File: src/hw/rtl/sconv_ram.sv
// Generic single-port-write, single-port-read RAM with registered read
module sconv_ram #(
   parameter int WIDTH = 16,
   parameter int DEPTH = 16
) (
   input  logic                     clock,
   input  logic                     wr_en,
   input  logic [$clog2(DEPTH)-1:0] wr_addr,
   input  logic [WIDTH-1:0]         wr_data,
   input  logic [$clog2(DEPTH)-1:0] rd_addr,
   output logic [WIDTH-1:0]         rd_data
);
   logic [WIDTH-1:0] mem_ff [DEPTH];
   logic [WIDTH-1:0] rd_ff;

   always_ff @(posedge clock) begin
      if (wr_en) mem_ff[wr_addr] <= wr_data;
      rd_ff <= mem_ff[rd_addr];
   end
   assign rd_data = rd_ff;
endmodule

File: config.mk
export PLATFORM = sky130hd
export DESIGN_NAME = sconv_ram
export DESIGN_NICKNAME = d
export VERILOG_FILES = /design/src/hw/rtl/sconv_ram.sv
export SDC_FILE = /design/constraint.sdc
export NUM_CORES = 1
export LEC_CHECK = 0
export BUFFER_PORTS_ARGS = -buffer_cell sky130_fd_sc_hd__clkbuf_2
export CAP_MARGIN = 20
export CORE_ASPECT_RATIO = 1.1
export CORE_MARGIN = 2
export CORE_UTILIZATION = 40
export DETAILED_ROUTE_END_ITERATION = 12
export GPL_TIMING_DRIVEN = 0
export PLACE_DENSITY = 0.62
export SYNTH_ARGS = -nofsm -noshare
export SYNTH_HDL_FRONTEND = slang
export SYNTH_SLANG_ARGS = --single-unit
File: constraint.sdc
create_clock -name clock -period 3.75 [get_ports clock]
set_input_delay 0.9375 -clock clock [delete_from_list [all_inputs] [get_ports clock]]
set_output_delay 0.9375 -clock clock [all_outputs]
set_load 0.05 [all_outputs]
* After elaboration in Yosys (flattened, before gate mapping)
Memory sizes are Yosys's and may differ from the RTL's. A register that Yosys moved wholly into a read port is not among the register bits. Cells that the tools add are included. W data, S select, Z words.
Storage, ports and cells: input port bits 26, word-level logic and storage cells 3, memory bits (writable) 256, register bits 0, memories 1, output and inout port bits 16
Operators by class: muxes and demuxes 2
Memories:
- mem_ff | words 16, bits a word 16, read ports 1, clocked after Yosys merged registers in 1, wr ports 1, line 13 | logic [WIDTH-1:0] mem_ff [DEPTH];
Operators by type and width (count):
- $mux W1 | 2

* Logic depth before layout (Yosys ltp)
depth in word-level cells 2, depth in mapped cells 5, depth with buffers taken out 3

* Worst setup path after synthesis
No wires, ideal clock.
path type input port to flip-flop, start input port wr_addr[2], end memory mem_ff[0][0], enable pin, setup slack 757 ps, buffers on the path 0, data required time 3341 ps, setup time 409 ps, cell stages on the path 2, arrival time 2583 ps, cell sequence or3b_2 > nor3_1
RTL lines:
- from (decl) | line 8 | input logic [$clog2(DEPTH)-1:0] wr_addr,
- to (decl) | line 13
No word-level cell before the write port.

* Worst setup path in the final report
start input port wr_addr[2], end memory mem_ff[0][13], enable pin
No word-level cell before the write port.

==> impl_metrics.json <==
{
  "rows": 60,
  "core_area_um2": 24500,
  "netlist_area_um2": 10000,
  "post-cts-setup-buffers": 0,
  "antennaDiodeCount": 0,
  "syn_nets": 458,
  "fin_worst_skew_ns": 0.00905,
  "overflow": 0,
  "place_congestion": 0.696,
  "clk_latency_ns": 0.52,
  "antenna_found_initial": 0,
  "dp_hpwl_um": 13300,
  "cts.sinks": 272,
  "cts_made_buffers": 27,
  "drive_gt1_share_pct": 33.5,
  "slew_viol_final": 0,
  "wl_met1_um": 8860,
  "start_util_pct": 40.9,
  "wl_um": 20600,
  "vias": 4755,
  "first_global_vias": 4942,
  "fin_ws_ns": 1.33,
  "clkTransAtPathRegs_ns": 0.06,
  "yosysSeqAreaShare_pct": 79.7,
  "fin_crit_sh_pct": 64.5,
  "worstPathMaxFanout": 9,
  "cp.required_ns": 3.97,
  "yosysTopAreaCell": "edfxtp_1",
  "netlist.area_leader.share_pct": 76.5,
  "crit_slowest_cell": "nor3_2",
  "synth_cells": 432,
  "viasPerCell": 5.61,
  "holdBufCountCts": 0,
  "hp-class": "flop to flop",
  "die_w_um": 155,
  "peakVddDrop_v": 0.000323,
  "grt_max_degree": 17,
  "cts_resized": 0,
  "crit_chain": "clkbuf_2, or3b_2, nor3_2, buf_6",
  "place_ws_ns": 0.728,
  "rsz0062_at_grt": "false",
  "dieArea_um2": 26400,
  "portBuffers": 39,
  "syn-mean-instance-area_um2": 23.2,
  "power.total_w": 0.00655,
  "first_pass_iters": 5,
  "p_per_area_nw_per_um2": 554,
  "power_leakage_nw": 3.86,
  "status": "complete, no violations",
  "layout_min_cycle_time_ns": 2.42,
  "relSlewSlack_pct": 33.3,
  "max_freq_mhz": 414,
  "drtIter0Drc": 398,
  "worst-slew-pin-transition_ns": 0.995,
  "met3WireLength_um": 1360,
  "grt.total_usage_pct": 15.9,
  "setup-violations-final": 0,
  "yosys-top-cells-area": "edfxtp_1 77%, mux4_2 12%, dfxtp_1 3.2%",
  "ys_async_sr_fraction_pct": 0,
  "cp.arrival_ns": 2.64,
  "synth-edff-count": 256,
  "nNetsFinal": 543,
  "boundaryPins": 42,
  "start_kind": "input port",
  "synth_warnings": 0,
  "cp_slowest_stage_delay_ns": 0.78,
  "fill_cells": 1946,
  "yosys-top-cells-count": "256 x edfxtp_1, 54 x mux4_2, 32 x a22oi_1",
  "final_hold_viol_count": 0,
  "grt_pass1_wl_um": 30600,
  "cts-htree-levels": 1,
  "drv_cap": 0,
  "ys.flop_type": "edfxtp_1",
  "highest_layer": "met4",
  "synth_cell_types": 19,
  "ant_nets": 0,
  "cp-end-kind": "flop",
  "synth_most_common_cell": "edfxtp_1",
  "final_area_um2": 11800,
  "dpl-instance-area_um2": 10900,
  "root_buffer": "clkbuf_16",
  "met2_length_um": 9820,
  "area_delta_synth_final_pct": 17.8,
  "crit_type": "input port to flop",
  "route.detailed.drc": 0,
  "dieHeight_um": 170,
  "cts_tree": "built",
  "clockBufferDepth": 3,
  "synth-seq-cells": 272,
  "routedWlPerCell_um": 24.3
}
==> where the power goes <==
group | internal (W) | total, W | switching [W]
Clock | 0.00167 | 0.00276 | 0.00109
Combinational | 0.000131 | 0.000380 | 0.000249
Sequential | 0.00340 | 0.00341 | 0.0000167
Total | 0.00520 | 0.00655 | 0.00135
==> state kept, by name, summed over array words and instances, names as in the netlist <==
signal	flops
mem_ff	256
rd_data	16
==> stage by stage <==
stage / setup TNS (ns) / utilization (%) / hold WS [ns] / cells
after floorplan: 0 / - / 0.635 / 432
after global placement: -22.65 / 43.3 / 0.658 / 781
after detailed placement: 0 / 44.4 / 0.664 / 798
after CTS: 0 / 48.2 / 0.670 / 847
after global routing: 0 / 48.2 / 0.702 / 847
final: 0 / 48.2 / 0.666 / 847
==> final cells by class <==
cell class                      instances  area [um^2]  area share, %
Clock inverter                         15          180           1.52
Multi-Input combinational cell        139         1960           16.6
Timing Repair Buffer                   56          428           3.62
Buffer                                 21          124           1.05
Tap cell                              310          388           3.28
Clock buffer                           34          742           6.27
Sequential cell                       272         8010           67.7
==> logic make-up after synthesis <==
family | share of synthesized area (%)
AOI/OAI and AO/OA | 2.39
buffers and inverters | 1.23
DFF | 79.7
muxes | 14.7
and+or+nand+nor | 1.92
==> path summary, 6_finish.rpt <==
check | from | end | slack [ns] | depth (start not counted)
setup / recovery | wr_addr[2] | mem_ff[0][13] | 1.33 | 4
hold / removal | mem_ff[12][15] | rd_data[15] | 0.67 | 3
setup reg to reg | mem_ff[3][12] | rd_data[12] | 2.37 | 3
hold reg to reg | mem_ff[12][15] | rd_data[15] | 0.67 | 3
==> layer usage <==
metal	vias up	GRT usage, %
li1	2012	-
met5	-	0
met4	0	5.39
met2	207	25.0
met3	43	2.44
met1	2493	23.0
==> cell usage in the layout (no fill, tap or decap) <==
master	netlist	layout
clkbuf_2	0	39
clkinv_1	0	3
nand3_1	1	1
nor2_2	0	12
a22oi_1	32	32
nand2b_1	2	2
clkinvlp_4	0	2
dfxtp_1	16	16
bufinv_16	0	4
clkinv_2	0	5
edfxtp_1	256	256
or3b_2	1	1
buf_2	3	3
clkbuf_16	0	27
clkinv_4	0	1
and2_1	1	1
buf_4	3	4
nor2b_1	2	2
nor2_1	13	1
nand2_1	17	17
mux4_1	10	10
buf_6	4	8
clkbuf_1	8	11
nand3b_1	2	2
buf_1	3	3
mux4_2	54	54
nor3_2	0	4
clkbuf_8	0	4
buf_8	0	12
==> worst max-delay path, delay by kind of cell <==
kind          cells  cell delay (ns)
buf+inv           2             0.37
simple gates      2             1.33
Note: power is estimated with default switching activity, not from simulation.
