## src/hw/rtl/sconv_pkg.sv

```systemverilog
// Package: commands, constants and the front-to-back job type
package sconv_pkg;
   typedef enum logic [1:0] {
      CMD_WEIGHT  = 2'd0,
      CMD_BIAS    = 2'd1,
      CMD_SAMPLE  = 2'd2,
      CMD_RESTART = 2'd3
   } cmd_type;

   localparam logic [1:0] REG_IN_CH  = 2'd0;
   localparam logic [1:0] REG_OUT_CH = 2'd1;
   localparam logic [1:0] REG_TAPS   = 2'd2;
   localparam logic [1:0] REG_STRIDE = 2'd3;

   localparam int SUM_W = 40;

   typedef enum logic [1:0] {
      BK_IDLE,
      BK_BIAS,
      BK_MAC,
      BK_OUT
   } back_state_type;

   // one emit job: window head slot, position, and the counts it was taken with
   typedef struct packed {
      logic [4:0]  slot_head;
      logic [15:0] position;
      logic [4:0]  nin;
      logic [6:0]  nout;
      logic [5:0]  taps;
   } job_type;
endpackage

```

## src/hw/rtl/sconv_front.sv

```systemverilog
// Front end: decodes commands, writes stores, tracks columns, queues emit jobs
module sconv_front #(
   parameter int MAX_IN_CHANNELS  = 16,
   parameter int MAX_OUT_CHANNELS = 16,
   parameter int MAX_TAPS         = 8,
   parameter int WA = 11,
   parameter int SA = 7,
   parameter int BA = 4
) (
   input  logic        clock,
   input  logic        reset,
   input  logic        csr_write,
   input  logic [1:0]  csr_index,
   input  logic [7:0]  csr_data,
   input  logic        req_valid,
   output logic        req_stall,
   input  logic [1:0]  req_command,
   input  logic [3:0]  req_out_channel,
   input  logic [3:0]  req_in_channel,
   input  logic [2:0]  req_tap,
   input  logic signed [15:0] req_sample_value,
   input  logic signed [31:0] req_bias_value,
   output logic        w_we,
   output logic [WA-1:0] w_addr,
   output logic [15:0] w_data,
   output logic        b_we,
   output logic [BA-1:0] b_addr,
   output logic [31:0] b_data,
   output logic        s_we,
   output logic [SA-1:0] s_addr,
   output logic [15:0] s_data,
   output logic        job_valid,
   output sconv_pkg::job_type job,
   input  logic        job_take
);
   import sconv_pkg::*;

   localparam int NI = (MAX_IN_CHANNELS  < 16) ? MAX_IN_CHANNELS  : 16;
   localparam int NO = (MAX_OUT_CHANNELS < 16) ? MAX_OUT_CHANNELS : 16;
   localparam int NT = (MAX_TAPS < 8) ? MAX_TAPS : 8;

   logic [4:0] in_ch_ff, out_ch_ff;
   logic [3:0] taps_ff;
   logic [7:0] stride_ff;
   logic [3:0] filled_ff, filled_in;
   logic [7:0] phase_ff, phase_in;
   logic [15:0] pos_ff, pos_in;
   logic [4:0] head_ff, head_in;
   logic       jv_ff, jv_in;
   job_type    job_ff, job_in;

   logic [4:0] nin, nout, ntaps;
   logic [7:0] stride;
   logic       acc, is_sample, closes, emit;
   logic [4:0] filled_next;

   always_comb begin
      nin   = (in_ch_ff == 5'd0) ? 5'd1 : (in_ch_ff > 5'(NI)) ? 5'(NI) : in_ch_ff;
      nout  = (out_ch_ff == 5'd0) ? 5'd1 : (out_ch_ff > 5'(NO)) ? 5'(NO) : out_ch_ff;
      ntaps = (taps_ff == 4'd0) ? 5'd1 :
              ({1'b0, taps_ff} > 5'(NT)) ? 5'(NT) : {1'b0, taps_ff};
      stride = (stride_ff == 8'd0) ? 8'd1 : stride_ff;
   end

   // one job in the queue slot at most; hold all requests while it is unread
   assign req_stall = jv_ff;
   assign acc = req_valid && !req_stall;
   assign is_sample = acc && (req_command == CMD_SAMPLE) && ({1'b0, req_in_channel} < nin);
   assign closes = is_sample && ({1'b0, req_in_channel} == nin - 5'd1);

   assign w_we = acc && (req_command == CMD_WEIGHT) && (32'(req_out_channel) < MAX_OUT_CHANNELS)
                 && (32'(req_in_channel) < MAX_IN_CHANNELS) && (32'(req_tap) < MAX_TAPS);
   assign w_addr = WA'((32'(req_out_channel) * MAX_IN_CHANNELS + 32'(req_in_channel))
                       * MAX_TAPS + 32'(req_tap));
   assign w_data = req_sample_value;
   assign b_we = acc && (req_command == CMD_BIAS) && (32'(req_out_channel) < MAX_OUT_CHANNELS);
   assign b_addr = BA'(req_out_channel);
   assign b_data = req_bias_value;
   // sample writes wait while the back end reads the window
   assign s_we = is_sample;
   assign s_addr = SA'(32'(head_ff) * MAX_IN_CHANNELS + 32'(req_in_channel));
   assign s_data = req_sample_value;

   always_comb begin
      filled_in = filled_ff;
      phase_in  = phase_ff;
      pos_in    = pos_ff;
      head_in   = head_ff;
      jv_in     = jv_ff && !job_take;
      job_in    = job_ff;
      emit      = 1'b0;
      filled_next = {1'b0, filled_ff};
      if (acc && req_command == CMD_RESTART) begin
         filled_in = '0; phase_in = '0; pos_in = '0; head_in = '0;
      end else if (closes) begin
         if ({1'b0, filled_ff} < ntaps) filled_next = {1'b0, filled_ff} + 5'd1;
         filled_in = filled_next[3:0];
         if (filled_next >= ntaps) begin
            emit = (phase_ff == 8'd0);
            phase_in = (phase_ff + 8'd1 >= stride || phase_ff == 8'hFF) ? 8'd0 : phase_ff + 8'd1;
         end
         if (emit) begin
            jv_in = 1'b1;
            job_in.slot_head = head_ff;
            job_in.position  = pos_ff;
            job_in.nin  = nin;
            job_in.nout = {2'b0, nout};
            job_in.taps = {1'b0, ntaps};
            pos_in = pos_ff + 16'd1;
         end
         head_in = (32'(head_ff) + 1 >= MAX_TAPS) ? 5'd0 : head_ff + 5'd1;
      end
   end

   always_ff @(posedge clock) begin
      if (reset) begin
         in_ch_ff <= 5'd1; out_ch_ff <= 5'd1; taps_ff <= 4'd1; stride_ff <= 8'd1;
         filled_ff <= '0; phase_ff <= '0; pos_ff <= '0; head_ff <= '0; jv_ff <= 1'b0;
      end else begin
         if (csr_write) begin
            case (csr_index)
               REG_IN_CH:  in_ch_ff  <= csr_data[4:0];
               REG_OUT_CH: out_ch_ff <= csr_data[4:0];
               REG_TAPS:   taps_ff   <= csr_data[3:0];
               REG_STRIDE: stride_ff <= csr_data;
               default: ;
            endcase
         end
         filled_ff <= filled_in; phase_ff <= phase_in; pos_ff <= pos_in;
         head_ff <= head_in; jv_ff <= jv_in;
      end
      job_ff <= job_in;
   end

   assign job_valid = jv_ff;
   assign job = job_ff;
endmodule

```

## config.mk

```make
export PLATFORM = sky130hd
export DESIGN_NAME = sconv_front
export DESIGN_NICKNAME = d
export VERILOG_FILES = /design/src/hw/rtl/sconv_pkg.sv /design/src/hw/rtl/sconv_front.sv
export SDC_FILE = /design/constraint.sdc
export NUM_CORES = 1
export LEC_CHECK = 0
export BUFFER_PORTS_ARGS = -buffer_cell sky130_fd_sc_hd__buf_2
export CORE_MARGIN = 8
export CORE_UTILIZATION = 53
export DETAILED_ROUTE_END_ITERATION = 10
export PLACE_DENSITY = 0.9
export SLEW_MARGIN = 20
export SYNTH_ARGS = -nofsm -noshare
export SYNTH_HDL_FRONTEND = slang
export SYNTH_SLANG_ARGS = --single-unit
```

## constraint.sdc

```tcl
create_clock -name clock -period 8.1 [get_ports clock]
set_input_delay 0.81 -clock clock [delete_from_list [all_inputs] [get_ports clock]]
set_output_delay 0.81 -clock clock [all_outputs]
set_load 0.02 [all_outputs]
```

# Yosys cells after proc, flatten, opt, wreduce, memory -nomap -nowiden
# Index checks and enable logic that the tools add are counted.
# word_totals
regBits	92
wordCells	85
out_inout_bits	130
# classes
eq_ne	8
n_addsub	9
n_reduce_logical	27
n_bitwise	1
muxes	17
magnitude_cmp	8
# op_table
cell	count
5-bit two-way mux	7
16-bit by 1-bit adder with 16-bit output (second input constant)	1
8-bit logical NOT	2
8-bit two-way mux	2
2-bit AND reduction	6
11-bit by 3-bit adder with 11-bit output	1
5-bit greater-than comparator (second input constant)	2
5-bit logical NOT	2
8-bit by 1-bit adder with 8-bit output (second input constant)	1
8-bit by 4-bit adder with 8-bit output	1
2-bit == test (second input constant)	4
8-bit == test (second input constant)	1
8-bit greater-or-equal comparator	1
1-bit logical AND	8
4-bit two-way mux	2
7-bit by 4-bit adder with 7-bit output	1
5-bit by 1-bit adder with 6-bit output (second input constant)	1
6-bit by 4-bit greater-or-equal comparator with 1-bit output (second input constant)	1
1-bit two-way mux	6
4-bit by 1-bit adder with 5-bit output (second input constant)	1
5-bit by 1-bit adder with 5-bit output (second input constant)	1
4-bit by 5-bit == test with 1-bit output	1
5-bit by 4-bit greater-or-equal comparator with 1-bit output	1
4-bit by 5-bit < comparator with 1-bit output	1
11 further kinds	15

# Longest topological paths before layout
# logic_depth
depth_word	15
ltp_mapped	16
ltp_nobuf	14

# Least setup slack after synthesis
# No wires, ideal clock.
# synth_path
path_kind	reg-to-reg
startpoint	reg taps_ff[3]
endpoint	reg job_ff (netlist bit job[0]) (enable)
path_buffers	0
path_slack_ns	3.742
synth_period_minus_slack_ns	4.358
t_arrival_ns	3.930
required_ns	7.671
stages_incl_launch_ff	13
cell_sequence	dfxtp_1 inv_1 nand2_1 ha_1 o211ai_1 a21o_1 nand2_1 mux2_2 ha_1 a211o_1 a21oi_1 a211o_1 nor2_1
# synth_between
elab_chain_cells	12
elab_cells_between_ends	13
# synth_lines
element	line	rtl
from (decl)	sconv_front.sv:43	logic [3:0] taps_ff;
from (signal assigned)	sconv_front.sv:124	REG_TAPS: taps_ff <= csr_data[3:0];
4-bit greater-than comparator	sconv_front.sv:61	({1'b0, taps_ff} > 5'(NT)) ? 5'(NT) : {1'b0, taps_ff};
4-bit two-way mux	sconv_front.sv:61	
4-bit two-way mux *	sconv_front.sv:60	ntaps = (taps_ff == 4'd0) ? 5'd1 :
4-bit < comparator	sconv_front.sv:96	if ({1'b0, filled_ff} < ntaps) filled_next = {1'b0, filled_ff} + 5'd1;
5-bit two-way mux	sconv_front.sv:96	
5-bit two-way mux	sconv_front.sv:95	end else if (closes) begin
5-bit two-way mux	sconv_front.sv:93	if (acc && req_command == CMD_RESTART) begin
5-bit by 4-bit greater-or-equal comparator with 1-bit output *	sconv_front.sv:98	if (filled_next >= ntaps) begin
1-bit two-way mux *	sconv_front.sv:98	
1-bit two-way mux *	sconv_front.sv:95	
1-bit two-way mux *	sconv_front.sv:93	
3-bit AND reduction (no line) *	--	
to (signal assigned)	sconv_front.sv:132	job_ff <= job_in;
to (decl)	sconv_front.sv:50	job_type job_ff, job_in;
# Mark *: on every way between the ends. The rest lies on a longest branch, timed or not. The select of a mux whose other input is x is not followed.
# A chain may end at the register's enable or synchronous reset.

# Worst setup path in the final report
# layout_path
startpoint	reg taps_ff[3]
endpoint	reg job_ff (netlist bit job[38]) (enable)
# Same word-level chain as after synthesis.

==> flow_summary_export.csv <==
group,metric,value,unit
clocking,clock_latency,360,ps
global_route,antenna_found_initial,0,
timing,hold_violations,0,
synth,ys_ff_latch,91,
clocking,cts_setup_buffers,0,
clocking,clock-root-buffer,"clkbuf_8",
die,die_w,115,µm
clocking,hold_buffers,0,
synth,syn-cell-area,5160,µm²
global_route,first_global_vias,3639,
place,port_buffers,71,
timing,rsz0062_at_grt,"false",
global_route,grt_max_degree,37,
die,ios,206,
worst_setup_path,critical_path.max_fanout,36,
timing,fin_crit_sh,48.2,%
cells_and_area,antennaDiodeCount,0,
drt,vias,3731,
pwr,p_per_area,170,nW/µm²
worst_setup_path,critPathCaptureType,"flop",
pwr,p_leak,0.00211,µW
pwr,ir_drop,0.115,mV
synth,ys.flop_type,"dfxtp_1",
synth,async_reset_ff_share,0,%
synth,syn_avg_cell_area,9.65,µm²
die,rows,36,
timing,finalSetupViolations,0,
timing,fmax,0.256,GHz
synth,syn_inst,535,
timing,slew_violations,0,
cells_and_area,fillers,817,
timing,finalClockSkew,9.08,ps
timing,fin_crit,3910,ps
clocking,clk_pin_slew,90,ps
timing,max_slew_margin,33.4,%
drt,drtIter0Drc,188,
drt,vias_per_cell,5.70,
clocking,cts_buffer_depth,2,
synth,yosys.cell_types.count,59,
clocking,clkSinkCount,91,
die,die_h,115,µm
drt,post_drt_wl_per_cell,17.3,µm
worst_setup_path,required,8080,ps
run,maxCapViolCount,0,
global_route,grt_overflow,0,
clocking,cts_made_buffers,9,
worst_setup_path,start_kind,"flop",
drt,finalWirelength,11300,µm
cells_and_area,drive_above_1_share,19.2,%
cells_and_area,finalNetCount,620,
drt,antenna_left,0,
place,gp_congestion,0.865,
die,core,9590,µm²
synth,yosysWarnings,0,
cells_and_area,syn2layout_area_growth,0.412,%
die,floorplan.initialDensity,53.8,%
hold_path,hold_path.class,"reg2reg",
cells_and_area,final_util,54.1,%
status,status,"finished, final reports clean",
global_route,grt_usage,17.1,%
worst_setup_path,cp.arrival,3890,ps
clocking,cts_resized,0,
timing,tightestPinTransition,997,ps
drt,dr.pass1.iters,5,
drt,drc,0,
synth,ys_seq_area_share,42.1,%
clocking,htreeDepth,3,
synth,synth-edff-count,35,
timing,fin_tns_setup,0,ps
global_route,grt_pass1_wl,17900,µm
place,hpwl,8770,µm
worst_setup_path,worstSetupPathType,"reg2reg",
clocking,cts_tree,"yes",
die,dieArea,13200,µm²
## metal layers
metal / vias up / global-route usage (%) / wire length [µm]
li1: 1769 / - / -
met1: 1742 / 17.5 / 4170
met2: 173 / 29.4 / 5580
met3: 47 / 6.49 / 1170
met4: 0 / 10.2 / 388
met5: - / 0 / 0
## cell usage after synthesis (all sizes together) (3+ instances only)
cell	n	area, µm²
a2111oi	4	66.3
a211o	6	52.6
a21o	8	60.1
a21oi	37	185
and2	7	43.8
and3	13	81.3
buf	94	709
clkbuf	10	37.5
dfxtp	56	1120
edfxtp	35	1050
ha	28	350
inv	29	109
mux2i	12	120
nand2	34	130
nand2b	3	18.8
nand3	22	110
nand3b	3	22.5
nand4	5	31.3
nand4b	3	26.3
nor2	29	109
nor3	11	60.1
nor3b	3	22.5
nor4	4	25.0
o211ai	4	43.8
o21a	4	30.0
o21ai	10	50.0
o31ai	8	60.1
or4	9	67.6
or4b	4	40.0
xnor2	10	87.6
xor2	5	43.8
## final cells by class
class | count | area, µm² | area share (%)
flip-flops and latches | 91 | 2170 | 41.9
multi-input cells | 313 | 2160 | 41.6
repair buffers | 71 | 355 | 6.85
well taps | 133 | 166 | 3.21
clock buffers | 9 | 124 | 2.39
inverters | 30 | 113 | 2.17
clock inverters | 7 | 98.8 | 1.91
## registers in the layout (all words and copies together) (netlist names)
register	count
out_ch_ff	5
head_ff	5
pos_ff	16
taps_ff	4
job_valid	1
job	35
phase_ff	8
filled_ff	4
stride_ff	8
in_ch_ff	5
## critical path: stages (launching register included)
cell and delay, ps:
dfxtp_1 350, inv_1 160, nand2_1 140, ha_1 300, o211ai_1 80, a21o_1 210, nand2_1 130, mux2_2 370
ha_1 270, a211o_1 110, a21oi_1 160, a211o_1 440, nor2_4 800
## layout by cell type (no fill, tap or decap), types with 8 or more instances in the layout
master    instances
buf_2            71
dfxtp_1          56
a21oi_1          37
edfxtp_1         35
nand2_1          33
inv_1            28
nor2_1           28
ha_1             28
nand3_1          22
and3_1           13
mux2i_1          12
nor3_1           10
xnor2_1          10
or4_1             9
o21ai_0           9
clkbuf_8          9
a21o_1            8
o31ai_1           8
## final timing paths
check        slack (ps)           end    startpoint  cells past startpoint
max                4190       job[38]    taps_ff[3]                     12
min                 460  stride_ff[1]  stride_ff[1]                      2
max reg2reg        4190       job[38]    taps_ff[3]                     12
min reg2reg         460  stride_ff[1]  stride_ff[1]                      2
## power by group
part	switching, µW	leakage (µW)	internal, µW
Combinational	42.4	0.00122	23.9
Sequential	3.73	0.000787	476
Clock	160	0.000110	176
## kinds of logic after synthesis
group / count (synthesis) / synth area share (%)
AND/OR/NAND/NOR: 159 / 16.7
buffers and inverters: 134 / 16.6
AO/OA/AOI/OAI: 94 / 12.7
flip-flops: 91 / 42.1
adder cells (fa/ha/maj): 28 / 6.78
XOR/XNOR: 15 / 2.54
multiplexers: 13 / 2.54
other: 1 / 0.0726
## per-stage QoR
stage / power (µW) / instance area (µm²) / setup slack [ps] / cells / hold slack (ps)
2_1_floorplan: 594 / 5180 / 3740 / 538 / 421
3_3_place_gp: 553 / 4960 / 4380 / 638 / 431
3_5_place_dp: 556 / 4960 / 4210 / 638 / 443
4_1_cts: 887 / 5180 / 4180 / 654 / 465
5_1_grt: 915 / 5190 / 3940 / 654 / 493
6_report: 882 / 5190 / 4190 / 654 / 461
Note: power is estimated with default switching activity, not from simulation.
