<file path="src/hw/rtl/sconv_pkg.sv">
// Package: commands, constants and the front-to-back job type
package sconv_pkg;
   typedef enum logic [1:0] {
      CMD_WEIGHT  = 2'd0,
      CMD_BIAS    = 2'd1,
      CMD_SAMPLE  = 2'd2,
      CMD_RESTART = 2'd3
   } cmd_type;

   localparam logic [1:0] REG_IN_CH  = 2'd0;
   localparam logic [1:0] REG_OUT_CH = 2'd1;
   localparam logic [1:0] REG_TAPS   = 2'd2;
   localparam logic [1:0] REG_STRIDE = 2'd3;

   localparam int SUM_W = 40;

   typedef enum logic [1:0] {
      BK_IDLE,
      BK_BIAS,
      BK_MAC,
      BK_OUT
   } back_state_type;

   // one emit job: window head slot, position, and the counts it was taken with
   typedef struct packed {
      logic [4:0]  slot_head;
      logic [15:0] position;
      logic [4:0]  nin;
      logic [6:0]  nout;
      logic [5:0]  taps;
   } job_type;
endpackage

</file>
<file path="src/hw/rtl/sconv_back.sv">
// Back end: serial MAC over window and weights, then one result per channel
module sconv_back #(
   parameter int MAX_IN_CHANNELS  = 16,
   parameter int MAX_OUT_CHANNELS = 16,
   parameter int MAX_TAPS         = 8,
   parameter int WA = 11,
   parameter int SA = 7,
   parameter int BA = 4
) (
   input  logic        clock,
   input  logic        reset,
   input  logic        job_valid,
   input  sconv_pkg::job_type job,
   output logic        job_take,
   output logic        busy,
   output logic [WA-1:0] w_raddr,
   input  logic signed [15:0] w_rdata,
   output logic [SA-1:0] s_raddr,
   input  logic signed [15:0] s_rdata,
   output logic [BA-1:0] b_raddr,
   input  logic signed [31:0] b_rdata,
   output logic        rsp_valid,
   input  logic        rsp_stall,
   output logic [3:0]  rsp_channel_index,
   output logic [15:0] rsp_position,
   output logic signed [39:0] rsp_sum_value,
   output logic        rsp_last
);
   import sconv_pkg::*;

   back_state_type st_ff, st_in;
   job_type jb_ff, jb_in;
   logic [6:0] oc_ff, oc_in;
   logic [5:0] tp_ff, tp_in;
   logic [4:0] ic_ff, ic_in;
   logic       issue_ff, issue_in;   // a read was issued last cycle
   logic       go_ff, go_in;         // read the current address this cycle
   logic       bias_ff, bias_in;
   logic signed [SUM_W-1:0] acc_ff, acc_in;
   logic       ov_ff, ov_in;
   logic [3:0] och_ff, och_in;
   logic [15:0] opos_ff, opos_in;
   logic signed [SUM_W-1:0] osum_ff, osum_in;
   logic       olast_ff, olast_in;
   logic       last_rd;
   logic [6:0] slot_sum;
   logic [5:0] slot;
   logic signed [31:0] prod;

   always_comb begin
      // ring slot of this tap: head minus its age, wrapped once
      slot_sum = 7'(32'(jb_ff.slot_head) + MAX_TAPS - (32'(jb_ff.taps) - 1 - 32'(tp_ff)));
      slot = (32'(slot_sum) >= MAX_TAPS) ? 6'(32'(slot_sum) - MAX_TAPS) : slot_sum[5:0];
      w_raddr = WA'((32'(oc_ff) * MAX_IN_CHANNELS + 32'(ic_ff)) * MAX_TAPS + 32'(tp_ff));
      s_raddr = SA'(32'(slot) * MAX_IN_CHANNELS + 32'(ic_ff));
      b_raddr = BA'(oc_ff);
      last_rd = (ic_ff == jb_ff.nin - 5'd1) && (tp_ff == jb_ff.taps - 6'd1);
      prod = s_rdata * w_rdata;
   end

   // next state
   always_comb begin
      st_in = st_ff;
      case (st_ff)
         BK_IDLE: if (job_valid) st_in = BK_BIAS;
         BK_BIAS: st_in = BK_MAC;
         BK_MAC:  if (!go_ff && !bias_ff) st_in = BK_OUT;
         BK_OUT:  if (!ov_ff || !rsp_stall)
                     st_in = (oc_ff == jb_ff.nout - 7'd1) ? BK_IDLE : BK_BIAS;
         default: st_in = BK_IDLE;
      endcase
   end

   // datapath and outputs
   always_comb begin
      jb_in = jb_ff; oc_in = oc_ff; tp_in = tp_ff; ic_in = ic_ff;
      issue_in = 1'b0; go_in = 1'b0; bias_in = 1'b0; acc_in = acc_ff;
      ov_in = ov_ff && rsp_stall;
      och_in = och_ff; opos_in = opos_ff; osum_in = osum_ff; olast_in = olast_ff;
      job_take = 1'b0;
      case (st_ff)
         BK_IDLE: if (job_valid) begin
            jb_in = job; oc_in = '0; job_take = 1'b1;
         end
         BK_BIAS: begin
            tp_in = '0; ic_in = '0; bias_in = 1'b1; go_in = 1'b1;
         end
         BK_MAC: begin
            if (bias_ff) acc_in = SUM_W'(b_rdata);
            else if (issue_ff) acc_in = acc_ff + SUM_W'(prod);
            if (go_ff) begin
               issue_in = 1'b1;
               // advance the address until the last product has been read
               if (!last_rd) begin
                  go_in = 1'b1;
                  if (ic_ff == jb_ff.nin - 5'd1) begin ic_in = '0; tp_in = tp_ff + 6'd1; end
                  else ic_in = ic_ff + 5'd1;
               end
            end
         end
         BK_OUT: if (!ov_ff || !rsp_stall) begin
            ov_in = 1'b1; och_in = oc_ff[3:0]; opos_in = jb_ff.position;
            osum_in = acc_ff; olast_in = (oc_ff == jb_ff.nout - 7'd1);
            oc_in = oc_ff + 7'd1;
         end
         default: ;
      endcase
   end

   always_ff @(posedge clock) begin
      if (reset) begin
         st_ff <= BK_IDLE; ov_ff <= 1'b0; issue_ff <= 1'b0; go_ff <= 1'b0; bias_ff <= 1'b0;
      end else begin
         st_ff <= st_in; ov_ff <= ov_in; issue_ff <= issue_in; go_ff <= go_in;
         bias_ff <= bias_in;
      end
      jb_ff <= jb_in; oc_ff <= oc_in; tp_ff <= tp_in; ic_ff <= ic_in; acc_ff <= acc_in;
      och_ff <= och_in; opos_ff <= opos_in; osum_ff <= osum_in; olast_ff <= olast_in;
   end

   assign busy = (st_ff != BK_IDLE);
   assign rsp_valid = ov_ff;
   assign rsp_channel_index = och_ff;
   assign rsp_position = opos_ff;
   assign rsp_sum_value = osum_ff;
   assign rsp_last = olast_ff;
endmodule

</file>
<file path="config.mk">
export PLATFORM = sky130hd
export DESIGN_NAME = sconv_back
export DESIGN_NICKNAME = d
export VERILOG_FILES = /design/src/hw/rtl/sconv_pkg.sv /design/src/hw/rtl/sconv_back.sv
export SDC_FILE = /design/constraint.sdc
export NUM_CORES = 1
export LEC_CHECK = 0
export BUFFER_PORTS_ARGS = -buffer_cell sky130_fd_sc_hd__buf_2
export CAP_MARGIN = 20
export CORE_UTILIZATION = 60
export CTS_CLUSTER_SIZE = 8
export DETAILED_ROUTE_END_ITERATION = 16
export PLACE_DENSITY = 0.81
export SYNTH_ARGS = -nofsm -noshare
export SYNTH_HDL_FRONTEND = slang
export SYNTH_SLANG_ARGS = --single-unit
</file>
<file path="constraint.sdc">
create_clock -name clock -period 22.7 [get_ports clock]
set_input_delay 4.54 -clock clock [delete_from_list [all_inputs] [get_ports clock]]
set_output_delay 4.54 -clock clock [all_outputs]
set_load 0.1 [all_outputs]
</file>
# Word level (Yosys, flattened, before mapping)
# Index checks and enable logic that the tools add are counted.
# op_classes
n_reduce_logical	21
muxes	28
bitwise_logic	1
n_mul	1
add_sub_neg	15
n_eq_ne	12
n_lt_le_gt_ge	1
# ops
operator	n
2-to-1 mux 40 bit	2
adder 40 x 32 -> 40 bit	1
multiplier 16 x 16 -> 32 bit	1
2-to-1 mux 6 bit	3
2-to-1 mux 5 bit	3
2-to-1 mux 7 bit	2
case mux 7 bit (2 select lines)	1
subtractor 7 bit	2
!= test 2 bit, second input constant	6
case mux 6 bit (2 select lines)	1
adder 11 x 6 -> 11 bit	1
case mux 5 bit (2 select lines)	1
2-to-1 mux 1 bit	9
AND reduction 3 bit	3
adder 8 x 5 -> 8 bit	1
case mux 2 bit (4 select lines)	1
nonzero test 2 bit	4
adder 7 x 1 -> 7 bit, second input constant	1
adder 7 x 5 -> 7 bit	1
equality test 7 bit	1
greater-or-equal comparator 7 x 4 -> 1 bit, second input constant	1
subtractor 6 x 1 -> 7 bit, second input constant	1
subtractor 7 x 1 -> 7 bit, second input constant	1
adder 5 x 4 -> 6 bit, second input constant	1
20 further kinds	30
# word_totals
output_inout_bits	86
word_cells	97
inputBits	107
register_bits	164

# Longest topological paths before layout
# Gate-level depths: netlist of run 1.
# depth
depth_word	6
mapped_depth	24
mapped_depth_nobuf	23

# Worst setup path before layout of run 1
# Ideal clock, no wire load.
# synth_path
path_type	input -> output
start	in job_valid
end	out job_take
path_stages	1
path_slack_ns	12.065
path_buffers	0
t_arrival_ns	6.095
t_required_ns	18.160
path_cell_list	and2_1
# synth_via
elab_chain_len	2
# synth_rtl
element	line_no	source
start: declaration	sconv_back.sv:12	input logic job_valid,
2-to-1 mux 1 bit	sconv_back.sv:82	BK_IDLE: if (job_valid) begin
2-to-1 mux 1 bit	sconv_back.sv:81	case (st_ff)
end: declaration	sconv_back.sv:14	output logic job_take,
# No other way between the ends.

# Final worst setup path of run 1
# layout_path
start	in s_rdata[15]
end	reg acc_ff[37] (data pin)
# layout_via
elab_chain_len	4
# layout_rtl
element	line_no	source
start: declaration	sconv_back.sv:19	input logic signed [15:0] s_rdata,
multiplier 16 x 16 -> 32 bit	sconv_back.sv:58	prod = s_rdata * w_rdata;
adder 40 x 32 -> 40 bit	sconv_back.sv:90	else if (issue_ff) acc_in = acc_ff + SUM_W'(prod);
2-to-1 mux 40 bit	sconv_back.sv:90	
2-to-1 mux 40 bit	sconv_back.sv:89	if (bias_ff) acc_in = SUM_W'(b_rdata);
end signal: assignment	sconv_back.sv:117	jb_ff <= jb_in; oc_ff <= oc_in; tp_ff <= tp_in; ic_ff <= ic_in; acc_ff <= acc_in;
end: declaration	sconv_back.sv:39	logic signed [SUM_W-1:0] acc_ff, acc_in;
# No other way between the ends. The select of a mux whose other input is x is not followed.
# A chain may end at the register's enable or synchronous reset.

==> metrics, run 1 <==
status=completed; Starting Density=61.5%; GR peak layer=met2; Sequential Area=4810 um^2; 1st-iter DRT viols=1070; syn_nets=2374; met1 Track Usage GR=38.1%; unrepaired setup endpoints after global routing=false; dpl hpwl=34100 um; all-layer global routing usage=28.4%; CTS Sinks=162; ys async rst share=0%; Max H-tree Level=4; vias in the first global route=14000; Final period util=47.8%; relative slew slack=32.5%; top cells by area, synth=fa_1 (35%), edfxtp_1 (25%), ha_1 (8.8%); largest net degree at the start of global routing=71; buffer count from post-CTS setup fixing=0; DRT Wirelength=43000 um; Syn Area/Cell=10.6 um^2; Filler cells=2297; initial antenna violation count=6; vias per cell=5.52; clock slew at reported path FFs=70 ps; clk_skew=11.1 ps; max-cap viol count=0; multi-input logic area=12300 um^2; first drt pass iteration count=5; CP max FO=16; Reg2Reg Setup Slack=16980 ps; Tmin final=10850 ps; endpoint class of the critical path=flop; Max Slew Vio Count=0; Crit path arrival time=11110 ps; die width=180 um; Synth area leader=fa_1; GRT overflow=0; Netlist cell types=57; via count=13100; Core Box Area=30900 um^2; Worst EP required=22960 ps; Clk Latency, worst-skew pair=450 ps; DRC=0; final setup fails=0; Synth warnings=0; TNS Setup=0 ps; Yosys reg bits=162; first-pass GRT wire length=71600 um; Root Buffer=clkbuf_16; Post-Syn Area=19000 um^2; cells after synthesis=1800; full die area=32400 um^2; Layout area overhead=9.69%; met3 Resource Use GR=5.05%; routability cong.=0.921; # rows=64; post-synthesis sequential area ratio=25.3%; final net count=2530; worst slew pin tran=1010 ps; Ports=193; fmax=92.2 MHz; worst hold path type=reg -> reg; met2 Use GR=47.2%; PostCTS Resize Cnt=0; post-synth top area share=35.1%; Clock Path Buffers=2; layout cell share with drive strength beyond 1=12.5%; CTS tree=yes; Port Buffers=190; Crit Path Category=in -> reg; Final Hold Viols=0; Die H=180 um; main flop type after synthesis=edfxtp_1; Post-synth EDFFs=156; CTS Buf Count=17; Routed Antenna Nets=0; Hold Buf Count CTS=0; CP startpoint kind=input port; drt wl/cell=18.1 um
-- synth_stat cells, types with 2 or more instances --
| library cell | count |
|---|---|
| inv_1 | 431 |
| fa_1 | 333 |
| nand2_1 | 180 |
| edfxtp_1 | 156 |
| ha_1 | 134 |
| and2_1 | 126 |
| xnor2_1 | 50 |
| o21ai_0 | 49 |
| nor2_1 | 47 |
| clkbuf_1 | 43 |
| xor2_1 | 34 |
| a21oi_1 | 32 |
| a21o_1 | 22 |
| nand3_1 | 21 |
| buf_4 | 11 |
| o21a_1 | 10 |
| and3_1 | 9 |
| nor2b_1 | 9 |
| nor3_1 | 9 |
| o31ai_1 | 8 |
| nand2b_1 | 7 |
| a211oi_1 | 6 |
| dfxtp_1 | 6 |
| mux2_2 | 6 |
| a31oi_1 | 5 |
| o211ai_1 | 5 |
| nand3b_1 | 4 |
| nand4_1 | 4 |
| o21bai_1 | 4 |
| a21boi_0 | 3 |
| a21oi_2 | 3 |
| a221oi_1 | 2 |
| a32o_1 | 2 |
| and4_1 | 2 |
| buf_1 | 2 |
| mux2i_1 | 2 |
| o221ai_2 | 2 |
| or4_1 | 2 |
-- worst paths after layout --
path / from / end / cells after the start
hold / removal: jb_ff[28] / rsp_position[10] / 0
setup reg to reg: acc_ff[15] / acc_ff[38] / 18
setup / recovery: s_rdata[15] / acc_ff[37] / 23
hold reg to reg: jb_ff[28] / rsp_position[10] / 0
-- through the flow --
stage / util [%] / std cells / instance area (um^2) / setup slack (ps) / hold slack (ps)
after floorplan: - / 1800 / 19000 / 12070 / 400
after detailed placement: 65.5 / 2332 / 20200 / 11450 / 405
after CTS: 67.4 / 2364 / 20800 / 11880 / 421
final: 67.5 / 2370 / 20900 / 11850 / 420
after global routing: 67.5 / 2368 / 20900 / 11610 / 425
after global placement: 65.5 / 2332 / 20200 / 11640 / 401
-- cell usage in the layout (no fill, tap or decap), drive strengths merged, types with 3 or more instances in the layout --
| cell type | n |
|---|---|
| inv | 441 |
| fa | 333 |
| buf | 195 |
| nand2 | 180 |
| edfxtp | 156 |
| ha | 134 |
| and2 | 126 |
| o21ai | 51 |
| xnor2 | 50 |
| nor2 | 47 |
| a21oi | 35 |
| xor2 | 34 |
| a21o | 22 |
| nand3 | 21 |
| clkbuf | 18 |
| o21a | 10 |
| nor3 | 9 |
| nor2b | 9 |
| and3 | 9 |
| o31ai | 8 |
| nand2b | 7 |
| a211oi | 6 |
| mux2 | 6 |
| dfxtp | 6 |
| diode | 5 |
| a31oi | 5 |
| o211ai | 5 |
| o21bai | 4 |
| nand4 | 4 |
| nand3b | 4 |
| a21boi | 4 |
| o221ai | 3 |
| clkinv | 3 |
-- critical path: stages --
cell and delay (ps):
buf_2 300, nand2_1 200, inv_1 120, fa_1 540, fa_1 590, inv_1 180
fa_1 730, fa_1 600, inv_1 70, fa_1 530, inv_1 50, fa_1 480
inv_1 60, ha_1 340, a21o_1 200, a21o_1 180, a21o_1 190, a21o_1 190
nor3_1 230, a21oi_2 110, o21a_1 230, o21a_1 180, o31ai_1 250
-- sequential cells by signal (all words and copies together), names as in the netlist --
name               count
rsp_last               1
rsp_position          16
acc_ff                40
go_ff                  1
ic_ff                  5
issue_ff               1
rsp_valid              1
oc_ff                  7
rsp_channel_index      4
st_ff                  2
jb_ff                 37
bias_ff                1
rsp_sum_value         40
tp_ff                  6
-- cells by family after synthesis --
kind of cell	share of synthesized area (%)
simple gates	10.9
flops	25.3
fa+ha+maj	43.9
compound gates	5.70
buf+inv	9.92
mux	0.461
xor+xnor	3.87
-- layer usage --
metal	up-vias	wire [um]
met3	89	3280
li1	5844	-
met2	568	21000
met5	-	13
met4	2	1190
met1	6586	17500
-- cell type report --
class / instances / area share (%)
inverters: 431 / 7.76
well taps: 396 / 2.38
diodes: 5 / 0.0600
repair buffers: 195 / 4.80
clock buffers: 18 / 2.06
flip-flops and latches: 162 / 23.0
multi-input cells: 1149 / 59.1
clock inverters: 14 / 0.756
Power of run 1 is not shown: default switching activity piles up to over one toggle a cycle in this logic, so the estimate is an artifact.
==> run 2: changes to the inputs <==
==> constraint.sdc (replaced) <==
create_clock -name clock -period 11 [get_ports clock]
set_input_delay 2.2 -clock clock [delete_from_list [all_inputs] [get_ports clock]]
set_output_delay 2.2 -clock clock [all_outputs]
set_load 0.1 [all_outputs]
==> metrics, run 2 (synthesis gave the netlist of run 1 again) <==
status=completed; CP max FO=16; first drt pass iteration count=5; Clock Path Buffers=2; vias in the first global route=13800; max-cap viol count=0; Max Slew Vio Count=0; full die area=32400 um^2; worst slew pin tran=1000 ps; CTS tree=yes; 1st-iter DRT viols=911; DRC=0; unrepaired setup endpoints after global routing=false; Hold Buf Count CTS=0; # rows=64; Tmin final=8470 ps; Starting Density=61.5%; all-layer global routing usage=28.5%; drt wl/cell=18.3 um; HP Start=jb_ff[23]; Core Box Area=30900 um^2; Crit Path Category=in -> reg; Routed Antenna Nets=0; Crit-path slowest cell=fa_1; die width=180 um; TNS Setup=0 ps; buffer count from post-CTS setup fixing=0; Port Buffers=190; crit path cell chain=buf_2 -> nand2_1 -> inv_1 -> fa_1 -> fa_1 -> inv_1 -> fa_1 -> fa_1 -> inv_1 -> fa_1 -> inv_1 -> fa_1 -> inv_1 -> ha_1 -> a21o_1 -> a21o_1 -> a21o_1 -> a21o_1 -> nor3_1 -> a21oi_2 -> o21a_1 -> o21a_1 -> o31ai_1; fmax=118 MHz; most frequent CP cell=fa_1; Max H-tree Level=4; routability cong.=0.928; Clk Latency, worst-skew pair=440 ps; Ports=193; via count=12900; Final period util=77.0%; Hold Path Stages=0; largest net degree at the start of global routing=71; commonest non-fill, non-tap cell in the layout=inv_1; dpl hpwl=34500 um; vias per cell=5.46; CTS Buf Count=17; CP max stage delay=720 ps; layout cell share with drive strength beyond 1=12.6%; r2r startpoint=acc_ff[15]; CTS Sinks=162; DRT Wirelength=43300 um; relative slew slack=33.3%; Worst Setup SP=s_rdata[15]; first-pass GRT wire length=72100 um; CP startpoint kind=input port; GRT overflow=0; commonest non-fill, non-tap cells in the layout=inv_1 (431), fa_1 (333), buf_2 (190), nand2_1 (180), edfxtp_1 (156); initial antenna violation count=5; Die H=180 um; Crit path arrival time=8730 ps; Worst EP required=11250 ps; endpoint class of the critical path=flop; clk_skew=11.1 ps; Final Hold Viols=0; R2R cell count=18; final setup fails=0; final net count=2530; Root Buffer=clkbuf_16; clock slew at reported path FFs=70 ps; PostCTS Resize Cnt=0; worst hold path type=reg -> reg; Layout area overhead=9.72%
==> run 2: changes by cell type in the layout (fill, tap and decap cells not counted), sizes merged <==
| cell | previous run | this run |
|---|---|---|
| inv | 441 | 438 |
| bufinv | 1 | 2 |
| clkbuf | 18 | 17 |
| clkinv | 3 | 4 |
| clkinvlp | 0 | 1 |
| diode | 5 | 4 |
==> run 2: path summary, 6_finish.rpt <==
path,end,slack [ps]
max reg2reg,acc_ff[38],5370
min reg2reg,rsp_position[5],420
min,rsp_position[5],420
max,acc_ff[37],2530
==> run 2: per-layer routing <==
layer  wire [um]  up-vias  GRT usage [%]
li1            -     5845              -
met1       18000     6520           39.0
met2       21300      500           47.4
met3        2930       71           4.67
met4        1050        2           8.24
met5          12        -              0
==> run 2: layout make-up <==
cell class	instances	area, um^2
Multi-Input combinational cell	1149	12300
Fill cell	2271	10000
Sequential cell	162	4810
Clock inverter	14	170
Tap cell	396	495
Inverter	431	1620
Timing Repair Buffer	195	1000
Antenna cell	4	10.0
Clock buffer	17	425
==> run 2: critical path: cells and delay by family <==
family	cells	cell delay (ps)
adder cells (fa/ha/maj)	7	3790
AND/OR/NAND/NOR	2	420
buffers and inverters	6	770
AO/OA/AOI/OAI	8	1530
==> run 2: through the flow <==
stage	area (um^2)	worst slack, ps	std cells	hold WS [ps]	util, %
finish	20900	2530	2368	416	67.5
global route	20900	2270	2366	423	67.5
CTS	20800	2530	2363	416	67.4
detailed placement	20200	2140	2332	405	65.5
global placement	20200	2290	2332	401	65.5
floorplan	19000	2810	1800	400	-
Power of run 2 is left out for the same reason.
==> run 3: changes to the inputs <==
--- a/config.mk
+++ b/config.mk
@@ -7,10 +7,10 @@
 export LEC_CHECK = 0
 export BUFFER_PORTS_ARGS = -buffer_cell sky130_fd_sc_hd__buf_2
 export CAP_MARGIN = 20
-export CORE_UTILIZATION = 60
+export CORE_UTILIZATION = 56
 export CTS_CLUSTER_SIZE = 8
 export DETAILED_ROUTE_END_ITERATION = 16
-export PLACE_DENSITY = 0.81
+export PLACE_DENSITY = 0.79
 export SYNTH_ARGS = -nofsm -noshare
 export SYNTH_HDL_FRONTEND = slang
 export SYNTH_SLANG_ARGS = --single-unit
==> constraint.sdc (replaced) <==
create_clock -name clock -period 7.4 [get_ports clock]
set_input_delay 1.48 -clock clock [delete_from_list [all_inputs] [get_ports clock]]
set_output_delay 1.48 -clock clock [all_outputs]
set_load 0.1 [all_outputs]
==> metrics, run 3 (synthesis gave the netlist of run 1 again) <==
status=completed; Max Slew Vio Count=0; Layout area overhead=15.8%; first drt pass iteration count=5; 1st-iter DRT viols=832; Max H-tree Level=4; CP max FO=7; die width=186 um; commonest non-fill, non-tap cell in the layout=inv_1; layout cell share with drive strength beyond 1=18.7%; Root Buffer=clkbuf_16; Port Buffers=190; HP Start=jb_ff[21]; Starting Density=56.8%; Hold Path Stages=0; Reg2Reg Setup Slack=1980 ps; Die H=186 um; CTS tree=yes; all-layer global routing usage=27.1%; Area after DPL=21300 um^2; largest net degree at the start of global routing=54; worst hold path type=reg -> reg; endpoint class of the critical path=flop; DRT Wirelength=43400 um; Final period util=98.4%; Filler cells=2444; fmax=137 MHz; relative slew slack=42.0%; r2r startpoint=acc_ff[15]; vias in the first global route=14200; Final Non-Filler Cells=2552; Worst EP required=7560 ps; crit-path leading delay family=adder cells; CTS Sinks=162; first-pass GRT wire length=71900 um; Final Hold Viols=0; DRC=0; Clock Path Buffers=2; Hold Buf Count CTS=0; final net count=2665; final setup fails=0; Clk Latency, worst-skew pair=440 ps; Sequential Area=4810 um^2; placed cells=2514; Crit-path slowest cell=fa_1; full die area=34700 um^2; Crit path arrival time=7440 ps; CP bufs+invs=9; Final Core Density=65.8%; met3 Resource Use GR=4.54%; most frequent CP cell=fa_1; Ports=193; met1 Track Usage GR=36.2%; clk_skew=13.3 ps; routability cong.=0.926; initial antenna violation count=5; Hold Path End=rsp_position[3]; R2R cell count=20; dpl hpwl=36500 um; # rows=67; multi-input logic area=12400 um^2; CP max stage delay=540 ps; Routed Antenna Nets=0; drt wl/cell=17.0 um; Crit Path Category=in -> reg; CP startpoint kind=input port; design area=22000 um^2; Tmin final=7280 ps; met2 Use GR=45.6%; max-cap viol count=0; worst reg2reg endpoint=acc_ff[32]; commonest non-fill, non-tap cells in the layout=inv_1 (430), fa_1 (330), buf_2 (189), nand2_1 (179), edfxtp_1 (156); Hold Slack=415 ps; worst slew pin tran=871 ps; Core Box Area=33400 um^2; vias per cell=5.19; GRT overflow=0; via count=13300; clock slew at reported path FFs=60 ps; CTS Buf Count=17; GR peak layer=met2
-- run 3: timing repair --
item | 4_1_cts | 5_1_grt
resized for setup | 0 | 16
hold endpoints to repair | 0 | 0
setup buffers | 0 | 6
setup endpoints to repair | 0 | 8
-- run 3: how the worst max path moves through the flow --
stage                startpoint         end  slack, ps  cells after the start
detailed placement   w_rdata[1]  acc_ff[38]       -260                     24
global placement     w_rdata[1]  acc_ff[38]       -160                     24
finish              s_rdata[15]  acc_ff[38]        120                     26
CTS                  w_rdata[1]  acc_ff[38]        190                     24
global route        s_rdata[15]  acc_ff[38]       -100                     26
floorplan           s_rdata[15]  acc_ff[37]          9                     23
-- run 3: layer usage --
layer / vias up / routed length, um / part of all wire [%]
li1: 6108 / - / -
met1: 6627 / 17700 / 41
met2: 446 / 21800 / 50
met3: 71 / 2830 / 6.5
met4: 4 / 1010 / 2.3
met5: - / 23 / 0.053
-- run 3: cell type report --
cell class              instances  share of cell area (%)
multi-input cells            1149                    56.3
repair buffers                330                    9.27
well taps                     448                    2.55
clock buffers                  19                    1.97
diodes                          1                  0.0114
clock inverters                12                   0.704
flip-flops and latches        162                    21.8
inverters                     431                    7.36
-- run 3: per-stage QoR --
step	worst slack, ps	TNS, ps
after floorplan	8.92	0
after global placement	-157	-1040
after detailed placement	-263	-1750
after CTS	186	0
after global routing	-95.7	-192
final	120	0
Power of run 3 is left out for the same reason.
